## src/sv/gbr_pkg.sv

```systemverilog
// ----------------------------------------------------------------------------
// gbr_pkg
// Shared types, register offsets and helpers of the GPIO bank register block.
// ----------------------------------------------------------------------------
package gbr_pkg;

    // function-select layout
    localparam int FSEL_WORDS      = 6;
    localparam int FIELDS_PER_WORD = 10;
    localparam int FIELD_W         = 3;
    localparam int FSEL_W          = FIELDS_PER_WORD * FIELD_W;
    localparam int FSEL_IDX_W      = $clog2(FSEL_WORDS);

    // widths of the fixed access fields
    localparam int OFFSET_W = 6;
    localparam int DATA_W   = 32;
    localparam int LEVELS_W = 54;

    // register word offsets
    localparam logic [OFFSET_W-1:0] OFF_FSEL_FIRST = 6'd0;
    localparam logic [OFFSET_W-1:0] OFF_FSEL_LAST  = 6'd5;
    localparam logic [OFFSET_W-1:0] OFF_SET0       = 6'd7;
    localparam logic [OFFSET_W-1:0] OFF_SET1       = 6'd8;
    localparam logic [OFFSET_W-1:0] OFF_CLR0       = 6'd10;
    localparam logic [OFFSET_W-1:0] OFF_CLR1       = 6'd11;
    localparam logic [OFFSET_W-1:0] OFF_LEV0       = 6'd13;
    localparam logic [OFFSET_W-1:0] OFF_LEV1       = 6'd14;

    // access kinds
    localparam logic OP_READ  = 1'b0;
    localparam logic OP_WRITE = 1'b1;

    // register kind selected by an access
    typedef enum logic [2:0] {
        KIND_FSEL,
        KIND_SET,
        KIND_CLR,
        KIND_LEV,
        KIND_NONE
    } t_reg_kind;

    // decoded access, from the decoder to the register file
    typedef struct packed {
        logic                  wr;
        t_reg_kind             kind;
        logic                  bank;
        logic [FSEL_IDX_W-1:0] fsel_word;
    } t_access;

    // writable bits of one function-select word for a given pin count
    function automatic logic [FSEL_W-1:0] fsel_mask(input int pin_count, input int word);
        logic [FSEL_W-1:0] m;
        m = '0;
        for (int i = 0; i < FIELDS_PER_WORD; i++) begin
            if (word * FIELDS_PER_WORD + i < pin_count) begin
                m[i*FIELD_W +: FIELD_W] = '1;
            end
        end
        return m;
    endfunction

endpackage

```

## src/sv/gbr_decode.sv

```systemverilog
// ----------------------------------------------------------------------------
// gbr_decode
// Register address decoder: turns an access into a register kind and bank.
// ----------------------------------------------------------------------------
module gbr_decode
    import gbr_pkg::*;
(
    input  logic                i_wr,
    input  logic [OFFSET_W-1:0] i_offset,
    output t_access             o_acc
);

    // offset decode, level words are read-only
    always_comb begin
        o_acc.wr        = i_wr;
        o_acc.kind      = KIND_NONE;
        o_acc.bank      = 1'b0;
        o_acc.fsel_word = i_offset[FSEL_IDX_W-1:0];
        unique case (i_offset) inside
            [OFF_FSEL_FIRST:OFF_FSEL_LAST]: begin
                o_acc.kind = KIND_FSEL;
            end
            OFF_SET0, OFF_SET1: begin
                o_acc.kind = KIND_SET;
                o_acc.bank = (i_offset == OFF_SET1);
            end
            OFF_CLR0, OFF_CLR1: begin
                o_acc.kind = KIND_CLR;
                o_acc.bank = (i_offset == OFF_CLR1);
            end
            OFF_LEV0, OFF_LEV1: begin
                o_acc.kind = i_wr ? KIND_NONE : KIND_LEV;
                o_acc.bank = (i_offset == OFF_LEV1);
            end
            default: begin
                o_acc.kind = KIND_NONE;
            end
        endcase
    end

endmodule

```

## src/sv/gbr_regfile.sv

```systemverilog
// ----------------------------------------------------------------------------
// gbr_regfile
// Function-select and pin level storage with its read and update logic.
// ----------------------------------------------------------------------------
module gbr_regfile
    import gbr_pkg::*;
#(
    parameter int PIN_COUNT = 54
) (
    input  logic                i_clk,
    input  logic                i_rst_n,
    input  logic                i_update,
    input  t_access             i_acc,
    input  logic [DATA_W-1:0]   i_wdata,
    output logic [DATA_W-1:0]   o_rdata,
    output logic                o_unimp,
    output logic [LEVELS_W-1:0] o_levels
);

    logic [FSEL_W-1:0]    r_fsel [FSEL_WORDS];
    logic [FSEL_W-1:0]    w_fsel_mask [FSEL_WORDS];
    logic [PIN_COUNT-1:0] r_level;
    logic [PIN_COUNT-1:0] n_level;
    logic [63:0]          w_cur64;
    logic [63:0]          w_new64;
    logic [63:0]          w_chg64;
    logic [DATA_W-1:0]    w_bank_lv;

    // writable field masks, fixed by the pin count
    for (genvar w = 0; w < FSEL_WORDS; w++) begin : g_mask
        assign w_fsel_mask[w] = fsel_mask(PIN_COUNT, w);
    end

    // level views
    assign w_cur64   = 64'(r_level);
    assign w_bank_lv = i_acc.bank ? w_cur64[63:32] : w_cur64[31:0];
    assign w_chg64   = i_acc.bank ? {i_wdata, 32'd0} : {32'd0, i_wdata};

    // read data and next levels
    always_comb begin
        o_rdata = '0;
        n_level = r_level;
        o_unimp = 1'b0;
        unique case (i_acc.kind)
            KIND_FSEL: begin
                if (!i_acc.wr) begin
                    o_rdata = DATA_W'(r_fsel[i_acc.fsel_word]);
                end
            end
            KIND_SET: begin
                if (i_acc.wr) begin
                    n_level = r_level | w_chg64[PIN_COUNT-1:0];
                end else begin
                    o_rdata = w_bank_lv;
                end
            end
            KIND_CLR: begin
                if (i_acc.wr) begin
                    n_level = r_level & ~w_chg64[PIN_COUNT-1:0];
                end else begin
                    o_rdata = ~w_bank_lv;
                end
            end
            KIND_LEV: begin
                o_rdata = w_bank_lv;
            end
            default: begin
                o_unimp = 1'b1;
            end
        endcase
    end

    assign w_new64  = 64'(n_level);
    assign o_levels = w_new64[LEVELS_W-1:0];

    // function-select words, unused fields stay zero
    always_ff @(posedge i_clk) begin
        if (!i_rst_n) begin
            for (int w = 0; w < FSEL_WORDS; w++) begin
                r_fsel[w] <= '0;
            end
        end else if (i_update && i_acc.wr && i_acc.kind == KIND_FSEL) begin
            r_fsel[i_acc.fsel_word] <= i_wdata[FSEL_W-1:0] & w_fsel_mask[i_acc.fsel_word];
        end
    end

    // pin levels
    always_ff @(posedge i_clk) begin
        if (!i_rst_n) begin
            r_level <= '0;
        end else if (i_update) begin
            r_level <= n_level;
        end
    end

endmodule

```

## src/sv/gpio_bank_registers.sv

```systemverilog
// ----------------------------------------------------------------------------
// gpio_bank_registers
// GPIO bank register block: function select, set, clear and level words.
// ----------------------------------------------------------------------------
// Every access is one transfer in and one result transfer out. The block
// takes one access per cycle while the output is not stalled. A taken
// access is captured in the input register and its result in the result
// register, from which it transfers. The path is an input register, then a
// result register, and the register file reads and updates in the single pass between them.
// While a result waits, one more access can be held in the input register.
// Each result carries the read data (zero on writes), an unimplemented flag
// for offsets that name no register (including writes to the level words)
// and the level of every pin after the access.
module gpio_bank_registers
    import gbr_pkg::*;
#(
    parameter int PIN_COUNT = 54
) (
    input  logic        i_clk,
    input  logic        i_rst_n,
    input  logic        s_axis_tvalid,
    output logic        s_axis_tready,
    input  logic [39:0] s_axis_tdata,  // word_offset[5:0], write_data[37:6]
    input  logic        s_axis_tuser,  // op
    output logic        m_axis_tvalid,
    input  logic        m_axis_tready,
    output logic [87:0] m_axis_tdata,  // read_data[31:0], pin_levels[85:32]
    output logic        m_axis_tuser   // unimplemented
);

    logic                r_in_valid;
    logic                r_in_wr;
    logic [OFFSET_W-1:0] r_in_offset;
    logic [DATA_W-1:0]   r_in_wdata;
    logic                r_out_valid;
    logic [DATA_W-1:0]   r_out_rdata;
    logic                r_out_unimp;
    logic [LEVELS_W-1:0] r_out_levels;
    logic                w_advance;
    logic                w_in_xfer;
    t_access             w_acc;
    logic [DATA_W-1:0]   w_rdata;
    logic                w_unimp;
    logic [LEVELS_W-1:0] w_levels;

    // pipeline flow control
    assign w_advance     = !r_out_valid || m_axis_tready;
    assign s_axis_tready = !r_in_valid || w_advance;
    assign w_in_xfer     = s_axis_tvalid && s_axis_tready;

    // input register
    always_ff @(posedge i_clk) begin
        if (!i_rst_n) begin
            r_in_valid <= 1'b0;
        end else if (s_axis_tready) begin
            r_in_valid <= s_axis_tvalid;
        end
    end

    always_ff @(posedge i_clk) begin
        if (w_in_xfer) begin
            r_in_wr     <= s_axis_tuser;
            r_in_offset <= s_axis_tdata[5:0];
            r_in_wdata  <= s_axis_tdata[37:6];
        end
    end

    gbr_decode u_decode (
        .i_wr     (r_in_wr),
        .i_offset (r_in_offset),
        .o_acc    (w_acc)
    );

    gbr_regfile #(
        .PIN_COUNT (PIN_COUNT)
    ) u_regfile (
        .i_clk    (i_clk),
        .i_rst_n  (i_rst_n),
        .i_update (r_in_valid && w_advance),
        .i_acc    (w_acc),
        .i_wdata  (r_in_wdata),
        .o_rdata  (w_rdata),
        .o_unimp  (w_unimp),
        .o_levels (w_levels)
    );

    // result register
    always_ff @(posedge i_clk) begin
        if (!i_rst_n) begin
            r_out_valid <= 1'b0;
        end else if (w_advance) begin
            r_out_valid <= r_in_valid;
        end
    end

    always_ff @(posedge i_clk) begin
        if (w_advance && r_in_valid) begin
            r_out_rdata  <= w_rdata;
            r_out_unimp  <= w_unimp;
            r_out_levels <= w_levels;
        end
    end

    assign m_axis_tvalid = r_out_valid;
    assign m_axis_tuser  = r_out_unimp;
    assign m_axis_tdata  = {2'b00, r_out_levels, r_out_rdata};

endmodule

```

## config.mk

```make
export PLATFORM = sky130hd
export DESIGN_NAME = gpio_bank_registers
export DESIGN_NICKNAME = d
export VERILOG_FILES = /design/src/sv/gbr_pkg.sv /design/src/sv/gbr_decode.sv /design/src/sv/gbr_regfile.sv /design/src/sv/gpio_bank_registers.sv
export SDC_FILE = /design/constraint.sdc
export NUM_CORES = 1
export LEC_CHECK = 0
export BUFFER_PORTS_ARGS = -buffer_cell sky130_fd_sc_hd__buf_2
export CORE_ASPECT_RATIO = 0.6
export CORE_UTILIZATION = 60
export CTS_CLUSTER_SIZE = 28
export DETAILED_ROUTE_END_ITERATION = 8
export GPL_TIMING_DRIVEN = 0
export PLACE_DENSITY_LB_ADDON = 0.15
export SLEW_MARGIN = 0
export SYNTH_ARGS = -nofsm -noshare
export SYNTH_HDL_FRONTEND = slang
export SYNTH_HIERARCHICAL = 1
export SYNTH_SLANG_ARGS = --single-unit
```

## constraint.sdc

```tcl
create_clock -name i_clk -period 10.3 [get_ports i_clk]
set_input_delay 1.545 -clock i_clk [delete_from_list [all_inputs] [get_ports i_clk]]
set_output_delay 1.545 -clock i_clk [all_outputs]
set_load 0.1 [all_outputs]
```

=== Word level (Yosys, flattened, before mapping) ===
Memories as Yosys holds them, arrays and structs flattened. A register that Yosys moved wholly into a read port is not among the register bits.
Index checks and enable logic that the tools add are counted.

* Register bits after elaboration: 182
* Memory bits (writable): 180
* Bits in read-only memories: 240
* Output and inout bits: 91
* Memories kept: 2

{| class="wikitable"
|+ Memory list
! memory !! words !! bits a word !! read ports !! clocked after Yosys merged registers in !! wr ports !! RTL line !! text
|-
| (no name shown) || 8 || 30 || 1 || 0 || 0 || gbr_regfile.sv:83 || <nowiki>r_fsel[i_acc.fsel_word] <= i_wdata[FSEL_W-1:0] & w_fsel_mask[i_acc.fsel_word];</nowiki>
|-
| u_regfile.r_fsel || 6 || 30 || 1 || 1 || 6 || gbr_regfile.sv:20 || <nowiki>logic [FSEL_W-1:0] r_fsel [FSEL_WORDS];</nowiki>
|}

* $lt $le $gt $ge: 3
* Equal/unequal tests: 9
* Muxes and demuxes: 23
* Bitwise gates (word level): 6
* Reductions and logical operators: 15

{| class="wikitable"
|+ Operators with widths
! operator !! number
|-
| $mux W54 || 3
|-
| $pmux W32 S4 || 1
|-
| $mux W30 || 4
|-
| $pmux W54 S2 || 1
|-
| $mux W32 || 3
|-
| $and A54 B54 Y54 || 1
|-
| $not A54 Y54 || 1
|-
| $or A54 B54 Y54 || 1
|-
| $not A32 Y32 || 1
|-
| $and A30 B30 Y30 || 1
|-
| $eq A6 B4 Y1 const B || 5
|-
| $reduce_or A30 Y1 || 1
|-
| $pmux W3 S4 || 1
|-
| $mux W3 || 3
|-
| $eq A3 B2 Y1 const B || 2
|-
| $eq A6 B3 Y1 const B || 1
|-
| $ge A6 B1 Y1 const B || 1
|-
| $le A6 B3 Y1 const B || 1
|-
| $mux W1 || 6
|-
| $reduce_or A2 Y1 || 3
|-
| $logic_and A1 B1 Y1 || 5
|-
| $ge A4 B4 Y1 const B || 1
|-
| $not A3 Y4 || 1
|-
| $reduce_or A4 Y1 || 1
|-
| 5 further kinds || 7
|}

=== Longest topological paths before layout ===
* Depth in word-level cells: 10
* Mapped depth: 11
* Mapped depth without buffers: 7

=== Cells and area by module ===
Netlist, hierarchy kept.

{| class="wikitable"
|+ Modules (own cells, without submodules)
! module !! times used !! cells an instance !! area each (µm²) !! sequential area each (µm²)
|-
| gbr_regfile || 1 || 1279 || 14735.4 || 8287.9
|-
| gpio_bank_registers || 1 || 138 || 3906.2 || 3823.7
|-
| gbr_decode || 1 || 29 || 201.4 || 0.0
|}

=== Worst setup path after synthesis ===
No wires, ideal clock.

* Kind: in2reg
* Start: input port m_axis_tready
* End: memory u_regfile/r_fsel[0][0] in the netlist's numbering (enable)
* Library setup time: 0.459 ns
* Arrival: 8.635 ns
* Slack: 1.206 ns
* Cell stages on the path: 8
* Path through: nor2b_4 nor2b_1 clkbuf_1 nor4b_4 and3_1 buf_2 nand2_1 o21ai_0

{| class="wikitable"
|+ RTL lines
! element !! RTL line !! text
|-
| from (decl) || gpio_bank_registers.sv:26 || <nowiki>input logic m_axis_tready,</nowiki>
|-
| to (decl) || gbr_regfile.sv:20 ||
|}

==> out/qor_table.md <==
| Quantity | Value |
|---|---|
| Run status | finished, final reports clean |
| Worst reg2reg endpoint | u_regfile/r_fsel[4][0] |
| Standard-cell row count | 49 |
| Number of distinct library cell variants in the gate-level netlist after synthesis | 61 |
| Layout filler cell count | 2,112 |
| Slowest Stage Delay on Critical Path | 0.73 ns |
| Share of cell area taken by muxes after synthesis | 0.0985 |
| Total length of routed wires | 52,000 um |
| Total power density per cell area | 168 mW/mm^2 |
| Overall die height | 139 um |
| Clock transition at the register clock pins on the worst setup and hold paths after CTS | 0.06 ns |
| Cells on worst reg2reg path | 10 |
| Synth-to-Final Area Change | 14.3% |
| Ordered list of cells on the worst path | buf_2, nor2b_4, nor2b_4, buf_12, clkbuf_1, nor4b_4, and3_1, buf_2, nor3b_2, buf_6, buf_6 |
| Count of buffering cells on the critical path with inverters included | 6 |
| Largest delay contributor family on the critical path | simple AND/OR/NAND/NOR gates |
| All-layer global routing usage | 0.326 |
| Worst Hold Path EP | u_regfile/r_level[4] |
| Fraction of the cycle the final worst path needs | 0.436 |
| DRC violation count after routing | 0 |
| Top Metal Used | met4 |
| Final setup slack of the worst path | 5.80 ns |
| Switching power | 0.000915 W |
| Total die area | 0.0321 mm^2 |
| Proportion of power drawn by flip-flops and latches | 0.532 |
| Class of the tightest hold or removal check | reg -> reg |
| Antenna diode count | 0 |
| IR Drop Worst-Case VDD | 0.000136 V |
| Number of global-route vias before repair | 12,200 |
| Die boundary width | 231 um |
| Worst-case headroom to the max-slew limit | 0.283 |
| Worst Max-Slew Pin Slew | 1.08 ns |
| Post-CTS setup repair buffer count | 0 |
| Post-layout min period | 4.50 ns |
| Routed metal-1 wirelength | 21,800 um |
| Fraction of the mapped netlist area in compound gates | 0.0970 |
| Clock root cell | clkbuf_16 |
| I/O Buffers | 131 |
| Detailed placer's ending HPWL | 37,300 um |
| Largest fanout on the critical path | 34 |
| Post-DRT Antenna Nets | 0 |
| Final hold viol count | 0 |
| XOR/XNOR Fraction of Synth Area | 0.000930 |
| Warning count from the yosys run | 6 |
| Global-route wire length before repair | 76,700 um |
| Largest clock skew in the final design | 0.0144 ns |
| CP required | 10.56 ns |
| Max-slew violation count | 0 |
| Number of primary I/O pins | 136 |
| Internal Dissipation | 0.00270 W |
| Register area share after synthesis | 0.643 |
| Endpoint kind of the worst setup timing path | register |
| Synth Area per Inst | 13.0 um^2 |
| Crit path launch type | input port |
| Post-synth EDFFs | 366 |
| Register bit count reported by yosys | 422 |
| Data arrival time of the worst path | 4.75 ns |
| Number of vias after detailed routing | 13,100 |
| Pre-CTS worst setup slack | 5.32 ns |
| Critical path class | in -> reg |
| Hold_ws | 0.496 ns |
| Top FF cell, synth | edfxtp_1 |
| Wirelength per Cell | 25.1 um |
| Post-layout nets | 1,678 |
| Main combinational cell family by area after synthesis | simple AND/OR/NAND/NOR gates |
| Switching power as a share of total power | 0.253 |
| Cell count after synthesis | 1,446 |
| Length of routed met2 wiring | 21,000 um |
| Routability Congestion | 0.921 |
| Clock share of power | 0.370 |
| Latest clock arrival within the worst-skew pair | 0.55 ns |
| Clock tree from TritonCTS | built |
| Static leakage | 7.72 nW |
| Core region area | 0.0304 mm^2 |
| CTS sink count | 422 |
| Overflow left after global routing | 0 |
| Worst reg2reg path startpoint | r_in_offset[0] |
| Max clock buf depth | 3 |
| Number of optimization iterations in the first detailed-route pass | 6 |
| Starting DRC count in detailed routing | 2,028 |
| Total of endpoints with negative setup slack in the final report | 0 |
| Via count normalized by instance count | 6.31 |
| Util after Layout | 0.708 |
| Fin area | 0.0215 mm^2 |
| Sequential cell area | 0.0121 mm^2 |
| Fraction of layout instances using a drive strength above 1 | 0.195 |
| Max-cap check violation count | 0 |
| Cell at the slowest stage of the critical path | nor3b_2 |
| Length of routed met3 wiring | 8390 um |
| Post-Syn Area | 0.0188 mm^2 |
| Startpoint of the worst hold path | u_regfile/r_level[4] |
| Logic pwr share | 0.098 |
| Area of the multi-input gates | 0.00618 mm^2 |
| Setup repair after global routing missed its margin | false |
| Summed negative setup slack over all endpoints | 0 ns |
| Placed cell area | 0.0204 mm^2 |
| Number of clock buffers inserted by TritonCTS | 39 |
| Cts hold-fix bufs | 0 |
| Reg-to-reg setup timing slack | 6.41 ns |
| Hold Path Cell Cnt | 2 |
| Number of antenna violations at the first check in global routing | 0 |
| Basic-gate share of the synthesized area counting and, or, nand and nor cells | 0.125 |
| Upper clock frequency limit | 0.222 GHz |
| Largest net degree at the start of global routing | 39 |
| Number of H-tree levels | 2 |
| Asr flop ratio synth | 0 |
| Count of instances resized after the clock tree is built | 0 |
| Initial core utilization | 0.620 |
| Post-Synth Adder-Cell Area | 0 |
[cell families (layout without fill, tap and decap cells)]
| logic type | count (synthesis) | count (layout) |
|---|---|---|
| compound gates | 263 | 263 |
| xor+xnor | 2 | 2 |
| buf+inv | 142 | 358 |
| flops | 422 | 422 |
| mux | 145 | 145 |
| other cells | 1 | 2 |
| simple gates | 471 | 471 |
[cell type report]
cell class	instances	area share
tap	408	0.0237
multi-input combinational	883	0.287
buffer	139	0.0305
timing repair buffer	145	0.0430
clock inverter	13	0.00366
inverter	3	0.000523
clock buffer	58	0.0496
sequential	422	0.562
[synthesized netlist by cell type, types with 4 or more instances]
master    number  area, um^2
nor3_1         8        40.0
dfxtp_1       56        1120
buf_6          4        45.0
o21bai_1      15         113
nor4b_1       16         140
nand2b_1      43         269
nand2_1      135         507
o21ai_1        7        35.0
a21boi_1      15         113
nor2b_1        4        25.0
buf_4         17         128
and2_1        70         438
mux2i_1      100        1000
a21boi_0      30         225
mux4_2        31         698
a221oi_1       7        61.3
edfxtp_1     366       11000
mux2_2        14         158
a21oi_1       18        90.1
a311oi_1       4        35.0
a31oi_1       10        62.6
a22o_1        52         455
clkbuf_2       4        20.0
o22ai_1        9        56.3
nor2_1       124         465
clkbuf_1      83         312
buf_2         29         145
nand3_1       46         230
o21ai_0       61         305
a22oi_1       22         165
a31o_2         8        70.1
[per-layer routing]
| layer | GRT usage | vias up |
|---|---|---|
| li1 | - | 5723 |
| met1 | 0.500 | 6355 |
| met2 | 0.439 | 909 |
| met3 | 0.127 | 79 |
| met4 | 0.0659 | 0 |
| met5 | 0 | - |
[worst reg2reg max path, cell delays in order (launching register included)]
cell      delay (ns)
edfxtp_1        0.41
buf_6           0.15
xnor2_1         0.13
or3_1           0.37
a311oi_2        0.93
nor4b_4         0.13
and3_1          0.24
buf_2           0.18
nand2_1         0.22
clkbuf_1        0.68
nor2_1          0.16
[flip-flops by register name, indices dropped and copies added, names as in the netlist]
register           flops
r_in_wr                1
r_in_valid             1
u_regfile/r_level     54
r_out_rdata           32
m_axis_tuser           1
r_in_wdata            32
r_in_offset            6
r_out_levels          54
u_regfile/r_fsel     240
m_axis_tvalid          1
[per-stage QoR]
step	cells	power, W
after global routing	2071	0.00371
after CTS	2071	0.00362
after global placement	1986	0.00229
after detailed placement	2000	0.00230
after floorplan	1447	0.00220
final	2071	0.00362
[worst max path at each step]
| stage | from | to | slack (ns) | cells past startpoint |
|---|---|---|---|---|
| after floorplan | m_axis_tready | u_regfile/r_fsel[0][0] | 1.21 | 8 |
| final | m_axis_tready | u_regfile/r_fsel[6][4] | 5.80 | 11 |
| after CTS | m_axis_tready | u_regfile/r_fsel[6][29] | 5.86 | 11 |
| after global routing | m_axis_tready | u_regfile/r_fsel[6][10] | 5.63 | 11 |
| after global placement | m_axis_tready | u_regfile/r_fsel[6][8] | -2.55 | 8 |
| after detailed placement | m_axis_tready | u_regfile/r_fsel[6][10] | 5.32 | 11 |
[power groups by stage]
stage / sequential (W) / clock (W) / combinational, W
CTS: 0.00192 / 0.00135 / 0.000346
finish: 0.00192 / 0.00134 / 0.000353
global placement: 0.00197 / 0 / 0.000326
floorplan: 0.00207 / 0 / 0.000131
global route: 0.00193 / 0.00141 / 0.000365
detailed placement: 0.00196 / 0 / 0.000344
[cell usage in the layout (no fill, tap or decap), drive strengths merged, types with 2 or more instances in the layout]
cell type  netlist  routed
nand2b          43      43
xnor2            2       2
buf             52     197
nor3b            3       3
clkbuf          87     145
a221oi           7       7
a21oi           18      18
nand3b           3       3
clkinvlp         0       2
edfxtp         366     366
a311oi           4       4
nor2           127     127
clkinv           1      11
o31ai            2       2
a22oi           22      22
and2            71      71
mux4            31      31
o21bai          15      15
mux2            14      14
o21ai           68      68
nand3           46      46
a21boi          46      46
o22ai            9       9
inv              2       3
nor3             9       9
and2b            2       2
a31oi           10      10
nand2          135     135
mux2i          100     100
conb             1       2
nor4b           17      17
a31o             8       8
dfxtp           56      56
nor2b            5       5
a22o            52      52
(Power assumes the default switching activity.)
